[src/rtl/core/afwi_pkg.sv]
// shared constants and types for the api frame receiver with modem init
// no dependencies
package afwi_pkg;

    localparam logic [7:0] HEADER_BYTES      = 8'd5;
    localparam logic [7:0] CARRIAGE_RETURN   = 8'd13;
    localparam logic [7:0] DELIM_RESET       = 8'd126;

    typedef enum logic [2:0] {
        EV_HEADER    = 3'd0,
        EV_PAYLOAD   = 3'd1,
        EV_CHECKSUM  = 3'd2,
        EV_ENTER_CMD = 3'd3,
        EV_SEND_AP1  = 3'd4,
        EV_SEND_CN   = 3'd5,
        EV_READY     = 3'd6
    } event_t;

    typedef struct packed {
        event_t      event_res;
        logic [7:0]  out_byte;
        logic [7:0]  byte_index;
        logic [7:0]  payload_length;
        logic        length_error;
    } result_t;

endpackage

[src/rtl/core/afwi_ifs.sv]
// valid/ready channel interfaces for the api frame receiver
// no dependencies
interface afwi_rx_if;
    logic       valid;
    logic       ready;
    logic       func;
    logic [7:0] rx_byte;

    modport source (output valid, func, rx_byte, input ready);
    modport sink   (input valid, func, rx_byte, output ready);
endinterface

interface afwi_ev_if;
    logic       valid;
    logic       ready;
    logic [2:0] event_res;
    logic [7:0] out_byte;
    logic [7:0] byte_index;
    logic [7:0] payload_length;
    logic       length_error;

    modport source (output valid, event_res, out_byte, byte_index, payload_length,
                    length_error, input ready);
    modport sink   (input valid, event_res, out_byte, byte_index, payload_length,
                    length_error, output ready);
endinterface

[src/rtl/core/api_frame_receiver_with_init.sv]
// top level of the api frame receiver with modem init sequencer
// depends on afwi_pkg, afwi_ifs, afwi_step and afwi_res_reg
//
// usage:
//   rx  : one transaction per item; func=1 starts or restarts modem init,
//         func=0 delivers one received serial byte in rx_byte
//   evt : zero or one result per item (header, payload, checksum byte or
//         an init request: enter command mode, ATAP1, ATCN, link ready)
//   cfg_wr_en / cfg_wr_data : write the frame start delimiter (reset 0x7e)
// a result is registered and presented in the cycle after its item is accepted
// throughput: one item per cycle unless evt stalls; the state update and
//   result selection sit between the accepted item and the result register
// bytes that produce no result (delimiter, length bytes, idle line, non-CR
//   bytes during init) are still accepted and leave the result slot empty
// reset: link status unknown, parser waiting for the delimiter, no result
//   pending; the delimiter register returns to 0x7e
// stall: rx.ready stays high while the result register is empty or is
//   being taken; if evt is stalled with a result held, rx.ready drops
module api_frame_receiver_with_init (
    input  logic        clk,
    input  logic        rst_n,
    input  logic        cfg_wr_en,
    input  logic [7:0]  cfg_wr_data,
    afwi_rx_if.sink     rx,
    afwi_ev_if.source   evt
);

    logic              ready;
    logic              fire;
    logic              res_hit;
    afwi_pkg::result_t res;

    assign rx.ready = ready;
    assign fire     = rx.valid && ready;

    afwi_step u_step (
        .clk         (clk),
        .rst_n       (rst_n),
        .cfg_wr_en   (cfg_wr_en),
        .cfg_wr_data (cfg_wr_data),
        .fire        (fire),
        .func        (rx.func),
        .rx_byte     (rx.rx_byte),
        .res_hit     (res_hit),
        .res         (res)
    );

    afwi_res_reg u_res_reg (
        .clk     (clk),
        .rst_n   (rst_n),
        .fire    (fire),
        .res_hit (res_hit),
        .res     (res),
        .ready   (ready),
        .evt     (evt)
    );

endmodule

[src/rtl/core/afwi_step.sv]
// link sequencer and frame parser: state registers and per-byte next-state logic
// depends on afwi_pkg
module afwi_step (
    input  logic                clk,
    input  logic                rst_n,
    input  logic                cfg_wr_en,
    input  logic [7:0]          cfg_wr_data,
    input  logic                fire,
    input  logic                func,
    input  logic [7:0]          rx_byte,
    output logic                res_hit,
    output afwi_pkg::result_t   res
);

    typedef enum logic [2:0] {
        LINK_UNKNOWN = 3'd0,
        LINK_INIT1   = 3'd1,
        LINK_INIT2   = 3'd2,
        LINK_INIT3   = 3'd3,
        LINK_READY   = 3'd4
    } link_t;

    typedef enum logic [2:0] {
        PS_WAIT   = 3'd0,
        PS_LEN_HI = 3'd1,
        PS_LEN_LO = 3'd2,
        PS_HEADER = 3'd3,
        PS_DATA   = 3'd4,
        PS_CHECK  = 3'd5
    } parse_t;

    logic [7:0] delim_reg;
    link_t      link_reg,  link_next;
    parse_t     parse_reg, parse_next;
    logic [7:0] cnt_reg,   cnt_next;
    logic [7:0] plen_reg,  plen_next;
    logic       lbad_reg,  lbad_next;
    logic [7:0] cnt_inc;

    assign cnt_inc = cnt_reg + 8'd1;

    always_comb
    begin
        link_next          = link_reg;
        parse_next         = parse_reg;
        cnt_next           = cnt_reg;
        plen_next          = plen_reg;
        lbad_next          = lbad_reg;
        res_hit            = 1'b0;
        res.event_res      = afwi_pkg::EV_HEADER;
        res.out_byte       = '0;
        res.byte_index     = '0;
        res.payload_length = '0;
        res.length_error   = 1'b0;

        if (func)
        begin
            link_next     = LINK_INIT1;
            res_hit       = 1'b1;
            res.event_res = afwi_pkg::EV_ENTER_CMD;
        end
        else
        begin
            unique case (link_reg)
                LINK_INIT1:
                begin
                    if (rx_byte == afwi_pkg::CARRIAGE_RETURN)
                    begin
                        link_next     = LINK_INIT2;
                        res_hit       = 1'b1;
                        res.event_res = afwi_pkg::EV_SEND_AP1;
                    end
                end
                LINK_INIT2:
                begin
                    if (rx_byte == afwi_pkg::CARRIAGE_RETURN)
                    begin
                        link_next     = LINK_INIT3;
                        res_hit       = 1'b1;
                        res.event_res = afwi_pkg::EV_SEND_CN;
                    end
                end
                LINK_INIT3:
                begin
                    if (rx_byte == afwi_pkg::CARRIAGE_RETURN)
                    begin
                        link_next     = LINK_READY;
                        res_hit       = 1'b1;
                        res.event_res = afwi_pkg::EV_READY;
                    end
                end
                LINK_READY:
                begin
                    // frame fields carry the stored length of the current frame
                    res.out_byte       = rx_byte;
                    res.payload_length = plen_reg;
                    res.length_error   = lbad_reg;
                    unique case (parse_reg)
                        PS_LEN_HI:
                        begin
                            parse_next = PS_LEN_LO;
                        end
                        PS_LEN_LO:
                        begin
                            if (rx_byte < afwi_pkg::HEADER_BYTES)
                            begin
                                lbad_next = 1'b1;
                                plen_next = '0;
                            end
                            else
                            begin
                                lbad_next = 1'b0;
                                plen_next = rx_byte - afwi_pkg::HEADER_BYTES;
                            end
                            cnt_next   = '0;
                            parse_next = PS_HEADER;
                        end
                        PS_HEADER:
                        begin
                            res_hit        = 1'b1;
                            res.event_res  = afwi_pkg::EV_HEADER;
                            res.byte_index = cnt_reg;
                            cnt_next       = cnt_inc;
                            if (cnt_inc >= afwi_pkg::HEADER_BYTES)
                            begin
                                cnt_next   = '0;
                                parse_next = (plen_reg != 8'd0) ? PS_DATA : PS_CHECK;
                            end
                        end
                        PS_DATA:
                        begin
                            res_hit        = 1'b1;
                            res.event_res  = afwi_pkg::EV_PAYLOAD;
                            res.byte_index = cnt_reg;
                            cnt_next       = cnt_inc;
                            if (cnt_inc >= plen_reg)
                            begin
                                cnt_next   = '0;
                                parse_next = PS_CHECK;
                            end
                        end
                        PS_CHECK:
                        begin
                            res_hit       = 1'b1;
                            res.event_res = afwi_pkg::EV_CHECKSUM;
                            parse_next    = PS_WAIT;
                        end
                        default:
                        begin
                            parse_next = (rx_byte == delim_reg) ? PS_LEN_HI : PS_WAIT;
                        end
                    endcase
                end
                default:
                begin
                end
            endcase
        end
    end

    always_ff @(posedge clk or negedge rst_n)
    begin
        if (!rst_n)
        begin
            delim_reg <= afwi_pkg::DELIM_RESET;
            link_reg  <= LINK_UNKNOWN;
            parse_reg <= PS_WAIT;
            cnt_reg   <= '0;
            plen_reg  <= '0;
            lbad_reg  <= 1'b0;
        end
        else
        begin
            if (cfg_wr_en)
            begin
                delim_reg <= cfg_wr_data;
            end
            if (fire)
            begin
                link_reg  <= link_next;
                parse_reg <= parse_next;
                cnt_reg   <= cnt_next;
                plen_reg  <= plen_next;
                lbad_reg  <= lbad_next;
            end
        end
    end

    // a start command always lands in the first init stage
    a_start_init1: assert property (@(posedge clk) disable iff (!rst_n)
        fire && func |=> link_reg == LINK_INIT1)
        else $error("start command did not enter init1");

    // parser only moves on an accepted transaction
    a_parse_hold: assert property (@(posedge clk) disable iff (!rst_n)
        !fire |=> $stable(parse_reg) && $stable(cnt_reg) && $stable(link_reg))
        else $error("parser state changed without a transaction");

    a_header_cnt: assert property (@(posedge clk) disable iff (!rst_n)
        parse_reg == PS_HEADER |-> cnt_reg < afwi_pkg::HEADER_BYTES)
        else $error("header count out of range");

    // payload phase is never entered for an empty payload
    a_data_cnt: assert property (@(posedge clk) disable iff (!rst_n)
        parse_reg == PS_DATA |-> cnt_reg < plen_reg)
        else $error("payload count beyond frame length");

endmodule

[src/rtl/core/afwi_res_reg.sv]
// result register: holds one result while the sink stalls, refills in the same cycle
// depends on afwi_pkg and afwi_ifs
module afwi_res_reg (
    input  logic               clk,
    input  logic               rst_n,
    input  logic               fire,
    input  logic               res_hit,
    input  afwi_pkg::result_t  res,
    output logic               ready,
    afwi_ev_if.source          evt
);

    logic              valid_reg;
    afwi_pkg::result_t data_reg;

    assign ready = !valid_reg || evt.ready;

    always_ff @(posedge clk or negedge rst_n)
    begin
        if (!rst_n)
        begin
            valid_reg <= 1'b0;
        end
        else if (fire)
        begin
            valid_reg <= res_hit;
        end
        else if (evt.ready)
        begin
            valid_reg <= 1'b0;
        end
    end

    always_ff @(posedge clk)
    begin
        if (fire && res_hit)
        begin
            data_reg <= res;
        end
    end

    assign evt.valid          = valid_reg;
    assign evt.event_res      = data_reg.event_res;
    assign evt.out_byte       = data_reg.out_byte;
    assign evt.byte_index     = data_reg.byte_index;
    assign evt.payload_length = data_reg.payload_length;
    assign evt.length_error   = data_reg.length_error;

endmodule
[src/flat_wrapper.sv]
// flat-port wrapper written by rule: the top's interface ports become plain ports
module api_frame_receiver_with_init_flat 
  (clk, rst_n, cfg_wr_en, cfg_wr_data, rx_valid, rx_func, rx_rx_byte, rx_ready, evt_valid, evt_event_res, evt_out_byte, evt_byte_index, evt_payload_length, evt_length_error, evt_ready);
  afwi_rx_if rx_i ();
  afwi_ev_if evt_i ();
  input  logic clk;
  input  logic rst_n;
  input  logic cfg_wr_en;
  input  logic [7:0] cfg_wr_data;
  input wire logic [$bits(rx_i.valid)-1:0] rx_valid;
  input wire logic [$bits(rx_i.func)-1:0] rx_func;
  input wire logic [$bits(rx_i.rx_byte)-1:0] rx_rx_byte;
  output wire logic [$bits(rx_i.ready)-1:0] rx_ready;
  output wire logic [$bits(evt_i.valid)-1:0] evt_valid;
  output wire logic [$bits(evt_i.event_res)-1:0] evt_event_res;
  output wire logic [$bits(evt_i.out_byte)-1:0] evt_out_byte;
  output wire logic [$bits(evt_i.byte_index)-1:0] evt_byte_index;
  output wire logic [$bits(evt_i.payload_length)-1:0] evt_payload_length;
  output wire logic [$bits(evt_i.length_error)-1:0] evt_length_error;
  input wire logic [$bits(evt_i.ready)-1:0] evt_ready;
  assign rx_i.valid = rx_valid;
  assign rx_i.func = rx_func;
  assign rx_i.rx_byte = rx_rx_byte;
  assign rx_ready = rx_i.ready;
  assign evt_valid = evt_i.valid;
  assign evt_event_res = evt_i.event_res;
  assign evt_out_byte = evt_i.out_byte;
  assign evt_byte_index = evt_i.byte_index;
  assign evt_payload_length = evt_i.payload_length;
  assign evt_length_error = evt_i.length_error;
  assign evt_i.ready = evt_ready;
  api_frame_receiver_with_init u_core (.clk(clk), .rst_n(rst_n), .cfg_wr_en(cfg_wr_en), .cfg_wr_data(cfg_wr_data), .rx(rx_i), .evt(evt_i));
endmodule
[config.mk]
export PLATFORM = sky130hd
export DESIGN_NAME = api_frame_receiver_with_init_flat
export DESIGN_NICKNAME = d
export VERILOG_FILES = /design/src/rtl/core/afwi_pkg.sv /design/src/rtl/core/afwi_ifs.sv /design/src/rtl/core/api_frame_receiver_with_init.sv /design/src/rtl/core/afwi_step.sv /design/src/rtl/core/afwi_res_reg.sv /design/src/flat_wrapper.sv
export SDC_FILE = /design/constraint.sdc
export NUM_CORES = 1
export LEC_CHECK = 0
export BUFFER_PORTS_ARGS = -buffer_cell sky130_fd_sc_hd__clkbuf_2
export CAP_MARGIN = 20
export CORE_MARGIN = 2
export CORE_UTILIZATION = 40
export CTS_CLUSTER_DIAMETER = 80
export DETAILED_ROUTE_END_ITERATION = 10
export SYNTH_ARGS = -nofsm -noshare
export SYNTH_HDL_FRONTEND = slang
export SYNTH_SLANG_ARGS = --single-unit
[constraint.sdc]
create_clock -name clk -period 3.1 [get_ports clk]
set_input_delay 0.62 -clock clk [delete_from_list [all_inputs] [get_ports clk]]
set_output_delay 0.62 -clock clk [all_outputs]
set_load 0.05 [all_outputs]
# Word-level counts from Yosys, hierarchy flattened
# Cells that the tools add are included.
op_classes:
  n_addsub: 2
  order_cmp: 3
  n_eq_ne: 16
  muxes: 26
  n_bitwise: 3
  n_reduce_logical: 17
ops:
  columns: ["operator", "n"]
  rows:
  - ["two-way mux 3 bit", 9]
  - ["two-way mux 8 bit", 3]
  - ["case mux 8 bit (3 select lines)", 1]
  - ["case mux 3 bit (5 select lines)", 1]
  - ["equality test 3 x 2 -> 1 bit, second input constant", 4]
  - ["case mux 3 bit (4 select lines)", 1]
  - ["AND reduction 5 bit", 2]
  - ["equality test 3 bit, second input constant", 3]
  - ["inequality test 3 bit, second input constant", 3]
  - ["case mux 3 bit (3 select lines)", 1]
  - ["OR reduction 3 bit", 3]
  - ["adder 8 x 1 -> 8 bit, second input constant", 1]
  - ["equality test 8 x 4 -> 1 bit, second input constant", 1]
  - ["equality test 8 bit", 1]
  - ["greater-or-equal comparator 8 x 3 -> 1 bit, second input constant", 1]
  - ["greater-or-equal comparator 8 bit", 1]
  - ["less-than comparator 8 x 3 -> 1 bit, second input constant", 1]
  - ["two-way mux 1 bit", 8]
  - ["AND reduction 4 bit", 2]
  - ["nonzero test 8 bit", 1]
  - ["subtractor 8 x 3 -> 8 bit, second input constant", 1]
  - ["equality test 3 x 1 -> 1 bit, second input constant", 2]
  - ["inequality test 2 bit, second input constant", 2]
  - ["case mux 2 bit (2 select lines)", 1]
  - ["9 further kinds", 13]
word_totals:
  reg_bits: 60
  in_bits: 22
  out_inout_bits: 30
  elab_cells: 79

# Logic depth before layout (Yosys ltp)
depth:
  ltp_word: 6
  depth_mapped: 12
  depth_no_buf: 11

# By module
# A second synthesis with hierarchy kept.
unflattened:
  cells_unflattened: 285
  area_unflattened_um2: 3106.7
modules_own_cells:
  columns: ["mod", "n_inst", "cells_each", "area_per_inst_um2"]
  rows:
  - ["afwi_step", 1, 252, 2204.6]
  - ["afwi_res_reg", 1, 32, 895.9]
  - ["api_frame_receiver_with_init", 1, 1, 6.3]

# Worst setup path before layout
# OpenSTA, ideal clock, no wires.
synth_timing:
  path_type: "input-to-reg"
  startpoint: "input rx_rx_byte[4]"
  endpoint: "register u_core.u_res_reg.data_reg (netlist bit u_core.u_res_reg.evt.byte_index[0]) (enable)"
  setup_time_ns: 0.413
  arrival_time_ns: 2.863
  slack_ns: -0.176
  cell_stages: 7
  path_buffers: 1
  path_cell_list: "clkbuf_1 > nor4_1 > and4_1 > nand2b_1 > nor2_1 > nor3_1 > nor2_1"
synth_via:
  elab_chain_len: 5
synth_lines:
  columns: ["element", "line", "source"]
  rows:
  - ["from (decl)", "flat_wrapper.sv:12", "input wire logic [$bits(rx_i.rx_byte)-1:0] rx_rx_byte;"]
  - ["equality test 8 x 4 -> 1 bit", "afwi_step.sv:67, afwi_step.sv:76, afwi_step.sv:85", null]
  - ["two-way mux 1 bit", "afwi_step.sv:67, afwi_step.sv:76, afwi_step.sv:85", null]
  - ["case mux 1 bit (2 select lines)", "afwi_step.sv:64", "unique case (link_reg)"]
  - ["two-way mux 1 bit", "afwi_step.sv:56", "if (func)"]
  - ["logical AND 1 bit", "afwi_res_reg.sv:36", "if (fire && res_hit)"]
  - ["to (signal assigned)", "afwi_res_reg.sv:38", "data_reg <= res;"]
  - ["to (decl)", "afwi_res_reg.sv:14", "afwi_pkg::result_t data_reg;"]
# Every way passes these cells.
# A chain may end at the register's enable or synchronous reset.

# Worst setup path after layout
layout_timing:
  startpoint: "register u_core.u_step.cnt_reg[0]"
  endpoint: "register u_core.u_step.parse_reg[2]"
layout_via:
  elab_chain_len: 4
  elab_cells_between_ends: 6
layout_lines:
  columns: ["element", "line", "source"]
  rows:
  - ["from (decl)", "afwi_step.sv:35", "logic [7:0] cnt_reg, cnt_next;"]
  - ["from (signal assigned)", "afwi_step.sv:182", "cnt_reg <= cnt_next;"]
  - ["adder 8 x 1 -> 8 bit *", "afwi_step.sv:40", "assign cnt_inc = cnt_reg + 8'd1;"]
  - ["greater-or-equal comparator 8 bit or greater-or-equal comparator 8 x 3 -> 1 bit (tied branches)", "afwi_step.sv:136, afwi_step.sv:124", null]
  - ["inequality test 2 bit (no source line)", null, null]
  - ["AND reduction 5 bit (no source line) *", null, null]
  - ["to (signal assigned)", "afwi_step.sv:181", "parse_reg <= parse_next;"]
  - ["to (decl)", "afwi_step.sv:34", "parse_t parse_reg, parse_next;"]
# Mark *: on every way between the ends. The rest lies on a longest branch, timed or not.

==> metrics.md <==
| Metric | Value |
|---|---|
| Worst Path Arrival | `3040 ps` |
| Largest cells by area after synthesis | `edfxtp_1, dfrtp_1, dfstp_2` |
| GP Congestion | `0.842` |
| CTS HTree Levels | `3` |
| # setup viols final | `0` |
| CTS sink count | `60` |
| Status | `completed` |
| Share of post-route cells with drive strength above 1 | `0.271` |
| Synth unique cells | `50` |
| Bufs on Longest Clock Path | `2` |
| Area leader, netlist | `edfxtp_1` |
| Final Power | `1.73 mW` |
| Yosys warns | `0` |
| Uppermost layer routed | `met4` |
| Routed len/inst | `15.0 um` |
| Vias per cell | `5.26` |
| Top cells by count, synth | `edfxtp_1, dfrtp_1, o21ai_0` |
| Overall Global Routing Usage | `0.169` |
| Die Y | `93.3 um` |
| DR iter-0 viols | `164` |
| Hold buffer count at cts | `0` |
| Die ar. | `8710 um2` |
| Vias in the first global route | `2239` |
| I/O pins | `52` |
| Mapped Area | `3190 um2` |
| R2R depth | `11` |
| TritonCTS clock tree | `done` |
| Minimum clock period | `2820 ps` |
| ANT cells | `0` |
| Slew headroom | `0.439` |
| Initial core utilization | `0.413` |
| Top FF cell, synth | `edfxtp_1` |
| Total wire length | `6850 um` |
| Crit share post-route | `0.910` |
| Synthesized area per cell | `10.9 um2` |
| Layout Nets | `383` |
| Worst-Margin Slew | `842 ps` |
| Setup bufs post-CTS | `0` |
| Post-cts resize count | `0` |
| Util after Layout | `0.483` |
| Critical path type | `register to register` |
| Max-slew violation count | `0` |
| Pwr per Cell Area | `463 nW/um2` |
| Total gr overflow | `0` |
| Clk slew on worst S/H paths | `70 ps` |
| Most frequent cell after synthesis | `edfxtp_1` |
| Post-synthesis sequential area ratio | `0.516` |
| Clk_lat worst skew | `340 ps` |
| Worst setup EP type | `register` |
| Leakage | `1.61 nW` |
| Type of the most critical hold path | `input port to asynchronous set/reset pin` |
| Core Area | `7730 um2` |
| Fin Setup TNS | `0 ps` |
| Largest net degree at the start of global routing | `33` |
| Synthesized Nets | `328` |
| RSZ-0062 raised after global routing | `false` |
| Skew final | `8.23 ps` |
| Post-synth top area share | `0.263` |
| Post-synthesis cell count | `294` |
| Post-synth EDFFs | `28` |
| Die X | `93.3 um` |
| Final ANT Viol Nets | `0` |
| Number of port buffers | `51` |
| Maximum vdd drop | `193 uV` |
| Drc violations | `0` |
| Initial antenna violation count | `0` |
| First-pass GRT wire length | `11200 um` |
| CTS Buf Count | `9` |
| Drt first pass iters | `4` |
| Worst setup margin | `279 ps` |
| Area growth, synth to finish | `16.8%` |
| M1 WL | `3300 um` |
| Vias | `2398` |
| Met3 routed WL | `392 um` |
| Ys async rst share | `0.533` |
| F_max | `0.354 GHz` |
| # rows | `32` |
| Fin. Hold Viols | `0` |
| Worst slack, placed | `323 ps` |
| Worst-path maximum fanout | `9` |
| Routed wl met2 | `3040 um` |
| # Max-Cap Violations | `0` |
| #FFs+latches synth | `60` |
| WP data required | `3320 ps` |
| Critical path startpoint category | `register` |
| CTS root buffer | `clkbuf_8` |
| Detailed Place HPWL | `4940 um` |
-- stage by stage --
stage | cell area (um2) | hold slack [ps] | std cells
after CTS | 3730 | 410 | 456
after global placement | 3540 | 462 | 440
after detailed placement | 3540 | 473 | 440
final | 3730 | 374 | 456
after floorplan | 3200 | 324 | 294
after global routing | 3730 | 427 | 456
-- routing by layer --
layer | vias to the layer above | global-route usage
met2 | 74 | 0.245
met4 | 0 | 0.0686
li1 | 1177 | -
met3 | 11 | 0.0427
met5 | - | 0
met1 | 1136 | 0.240
-- placed cells by master, fill, tap and decap left out, drive strengths merged, types with 3 or more instances in the layout --
cell,n
a22o,10
and2,10
nor4,3
nor2,16
nand3,8
o21ai,22
nor2b,6
nand2b,5
edfxtp,28
mux2i,3
mux2,10
nand2,19
dfstp,6
xor2,5
inv,16
nor3,15
clkbuf,62
a21oi,11
and3,11
buf,6
nand4,3
xnor2,12
ha,12
dfrtp,26
clkinv,3
-- layout make-up --
class	instances	area, um2
fillers	722	4000
flip-flops and latches	60	1650
multi-input cells	205	1410
repair buffers	57	300
clock buffers	11	131
well taps	102	128
inverters	16	60.1
clock inverters	5	52.6
-- worst paths after layout --
kind,startpoint,end,slack [ps]
max,u_core.u_step.cnt_reg[0],u_core.u_step.parse_reg[2],280
min,rst_n,u_core.u_step.cnt_reg[0],370
max reg2reg,u_core.u_step.cnt_reg[0],u_core.u_step.parse_reg[2],280
min reg2reg,u_core.u_step.plen_reg[4],u_core.u_step.plen_reg[4],490
max in group asynchronous,rst_n,u_core.u_step.plen_reg[2],2190
min in group clk,u_core.u_step.plen_reg[4],u_core.u_step.plen_reg[4],490
-- worst max-delay path: stages (launching register included) --
cell and delay [ps]:
dfrtp_1 530, ha_1 330, nand3_1 120, xnor2_1 290, ha_1 310, a21oi_1 140, nor2b_1 60, a41oi_1 210
o21ai_1 140, and3_4 200, nand2_4 80, mux2_4 290
-- power breakdown --
part           internal [mW]  switching [mW]  leakage (nW)
logic                 0.0526           0.118         0.846
registers              0.865          0.0120         0.669
clock network          0.367           0.312        0.0931
total                   1.29           0.442          1.61
-- cell families (layout without fill, tap and decap cells) --
family | Yosys count | in the layout | share of synthesized area
fa+ha+maj | 12 | 12 | 0.0470
flops | 60 | 60 | 0.516
simple gates | 107 | 107 | 0.187
mux | 13 | 13 | 0.0470
buf+inv | 29 | 89 | 0.0435
xor+xnor | 17 | 17 | 0.0466
compound gates | 56 | 56 | 0.112
No activity file was read; power rests on OpenSTA's default activity.
